--- config.mk ---
export PLATFORM = sky130hd
export DESIGN_NAME = bdq_cell
export DESIGN_NICKNAME = d
export VERILOG_FILES = /design/src/hdl/bdq_pkg.sv /design/src/hdl/bdq_cell.sv
export SDC_FILE = /design/constraint.sdc
export NUM_CORES = 1
export LEC_CHECK = 0
export ABC_CLOCK_PERIOD_IN_PS = 2000
export BUFFER_PORTS_ARGS = -buffer_cell sky130_fd_sc_hd__buf_2
export CORE_ASPECT_RATIO = 1.75
export CORE_MARGIN = 2
export CORE_UTILIZATION = 39
export CTS_BUF_LIST = sky130_fd_sc_hd__clkbuf_2
export CTS_CLUSTER_DIAMETER = 40
export DETAILED_ROUTE_END_ITERATION = 7
export PLACE_DENSITY_LB_ADDON = 0.1
export SLEW_MARGIN = 20
export SYNTH_ARGS = -nofsm -noshare
export SYNTH_HDL_FRONTEND = slang
export SYNTH_SLANG_ARGS = --single-unit
--- constraint.sdc ---
create_clock -name clk -period 2 [get_ports clk]
set_input_delay 0.2 -clock clk [delete_from_list [all_inputs] [get_ports clk]]
set_output_delay 0.2 -clock clk [all_outputs]
set_load 0.02 [all_outputs]
--- src/hdl/bdq_pkg.sv ---
// Shared types and codes for the bounded double-ended queue.
package bdq_pkg;

    // Command codes carried in the operation field
    localparam logic [1:0] OP_PUSH_LEFT  = 2'd0;
    localparam logic [1:0] OP_PUSH_RIGHT = 2'd1;
    localparam logic [1:0] OP_POP_LEFT   = 2'd2;
    localparam logic [1:0] OP_POP_RIGHT  = 2'd3;

    // Result status codes
    localparam logic [1:0] ST_PUSHED = 2'd0;
    localparam logic [1:0] ST_POPPED = 2'd1;
    localparam logic [1:0] ST_FULL   = 2'd2;
    localparam logic [1:0] ST_EMPTY  = 2'd3;

    // Register index of the capacity register
    localparam logic REG_CAPACITY = 1'b0;

    localparam int          VALUE_W      = 32;
    localparam int          CAP_W        = 7;
    localparam logic [6:0]  CAP_RESET    = 7'd64;
    localparam int          TDATA_W      = 40;
    localparam int          GROUP_SIZE   = 8;

    // Sequencer states
    typedef enum logic
    {
        S_IDLE,
        S_GATHER
    } bdq_state_t;

    // Shift and load controls broadcast to every cell
    typedef struct packed
    {
        logic                      push_left;
        logic                      pop_left;
        logic                      push_right;
        logic signed [VALUE_W-1:0] value;
    } bdq_ctrl_t;

endpackage

--- src/hdl/bdq_cell.sv ---
// One storage cell of the queue chain: shifts with its neighbors or loads a new value.
module bdq_cell
(
    input  logic                               clk,
    input  bdq_pkg::bdq_ctrl_t                 ctrl,
    input  logic                               load_sel,
    input  logic                               tap_sel,
    input  logic signed [bdq_pkg::VALUE_W-1:0] left_in,
    input  logic signed [bdq_pkg::VALUE_W-1:0] right_in,
    output logic signed [bdq_pkg::VALUE_W-1:0] data,
    output logic signed [bdq_pkg::VALUE_W-1:0] tap
);
    import bdq_pkg::*;

    logic signed [VALUE_W-1:0] data_reg;
    logic signed [VALUE_W-1:0] data_next;

    // Push left moves everything one cell right, pop left one cell left
    always_comb
    begin
        data_next = data_reg;
        if (ctrl.push_left)
        begin
            data_next = left_in;
        end
        else if (ctrl.pop_left)
        begin
            data_next = right_in;
        end
        else if (ctrl.push_right && load_sel)
        begin
            data_next = ctrl.value;
        end
    end

    always_ff @(posedge clk)
    begin
        data_reg <= data_next;
    end

    assign data = data_reg;
    // Only the rightmost occupied cell drives the gather tree
    assign tap  = tap_sel ? data_reg : '0;

endmodule

==> results.cfg <==
[clocking]
clock_path_buffers = 2
htreeDepth = 2
root_buffer = clkbuf_2
cts.sinks = 32
ctsHoldBuffers = 0
cts_setup_buffers = 0
cts-buffers-inserted = 5
cts_tree = yes
cts_resized = 0
cts.clk_slew.worst_paths_ps = 160

[route]
drt-initial-drc-count = 36
vias_per_cell = 4.81
top_layer = met4
remaining_drc_errors = 0
num_vias = 1874
wl_met1_um = 1780
ant_nets = 0
dr_wl_met3_um = 500
dr.pass1.iters = 4
wire_per_inst_um = 13.0
drt-total-wl_um = 5070
wl_met2_um = 2740

[synthesis]
syn_area_per_cell_um2 = 10.8
ys_ff_latch = 32
mappedNetlistArea_um2 = 1890
synth_nets = 277
synth_cell_types = 11
ys_seq_area_frac = 0.509
syn_inst = 175
yosys_warnings = 0

[run_status]
outcome = completed

[floorplan]
start_util = 0.404
row_count = 33
die-width_um = 56.6
die_h_um = 96.0
core-area_um2 = 4670
dieArea_um2 = 5430
ios = 166

[critical_path]
worstSetupPathType = flop to output port
worstPathRequired_ps = 1800
worstSetupEndpointType = output port
worstSetupStartpointType = flop
crit_arrival_ps = 1110
critPathMaxFanout = 2

[final_layout]
seqCellArea_um2 = 961
n_fill_cell = 468
drive_gt1_frac = 0.521
largest_register_ffs = 32
nNetsFinal = 439
multi_input_area_um2 = 810
diodes = 0
area_delta_synth_final_pct = 44.7

[timing]
rsz0062_at_grt = false
max-slew-margin-rel = 0.638
worst_pin_slew_ps = 544
setup_viol = 0
finalCritPeriodShare = 0.653
hold_ws_ps = 122
maxSlewViolCount = 0
hold_viol_final = 0
fin_setup_tns_ps = 0
max_freq_ghz = 0.765
layout_min_cycle_time_ps = 1310

[placement]
hpwl_um = 3950
numPortBuffers = 165
gp_congestion = 0.790

[grt]
antenna_found_initial = 0
grt_max_degree = 37
grt_use_total = 0.182
gr-total-overflow = 0
grt_pass1_vias = 1662
grt_pass1_wl_um = 7560

[min_path]
hp-class = primary input to flop

[power]
p_per_area_nw_per_um2 = 645
ir_worst_vdd_mv = 0.446
p_leak_uw = 0.00146
p_total_uw = 1760

[job]
cap_violations = 0
-- per-stage QoR --
| step | utilization | instances | worst slack [ps] | area (um2) |
|---|---|---|---|---|
| global route | 0.585 | 390 | 607 | 2730 |
| finish | 0.585 | 390 | 693 | 2730 |
| detailed placement | 0.577 | 382 | 625 | 2690 |
| global placement | 0.577 | 382 | 634 | 2690 |
| CTS | 0.585 | 390 | 646 | 2730 |
| floorplan | - | 175 | 432 | 1890 |
-- path summary, 6_finish.rpt --
kind	start	end	slack [ps]	depth (start not counted)
setup / recovery	data[0]$_DFFE_PP_	tap[0]	690	2
hold / removal	left_in[27]	data[27]$_DFFE_PP_	120	3
-- Yosys cell counts --
library cell | count | area share
and2_1 | 32 | 0.11
edfxtp_1 | 32 | 0.51
mux2i_1 | 32 | 0.17
nand2_1 | 32 | 0.064
o21ai_1 | 29 | 0.077
buf_2 | 6 | 0.016
clkbuf_1 | 4 | 0.0080
buf_12 | 3 | 0.032
o21ai_0 | 3 | 0.0080
a211o_1 | 1 | 0.0046
buf_6 | 1 | 0.0060
-- cell usage in the layout (no fill, tap or decap) --
cell type / Yosys / routed
edfxtp_1: 32 / 32
and2_1: 32 / 32
clkinv_1: 0 / 1
clkbuf_2: 0 / 7
mux2i_1: 32 / 32
o21ai_0: 3 / 3
nand2_1: 32 / 32
buf_4: 0 / 4
buf_2: 6 / 165
o21ai_1: 29 / 29
a211o_1: 1 / 1
-- kinds of logic after synthesis --
kind of cell / after synthesis / share of synthesized area
buffers and inverters: 14 / 0.0617
muxes: 32 / 0.170
DFF: 32 / 0.509
AOI/OAI and AO/OA: 33 / 0.0895
and+or+nand+nor: 64 / 0.170
-- routing by layer --
metal	GRT usage	up-vias
met3	0.0470	4
met1	0.200	822
met2	0.334	115
met5	0	-
li1	-	933
met4	0.0595	0
-- critical path, cell delays in order (launching register included) --
cell	delay (ps)
edfxtp_1	450
and2_1	170
buf_2	150
-- layout make-up --
cell class / count / share of cell area
timing repair buffer: 169 / 0.313
clock buffer: 7 / 0.0128
multi-input combinational: 129 / 0.297
tap: 52 / 0.0238
clock inverter: 1 / 0.00137
sequential: 32 / 0.352
-- power by group --
group,internal (uW),switching [uW],leakage [uW]
logic,241,342,0.00109
clock network,94.0,211,0.0000306
registers,835,37.1,0.000334
Note: power is estimated with default switching activity, not from simulation.
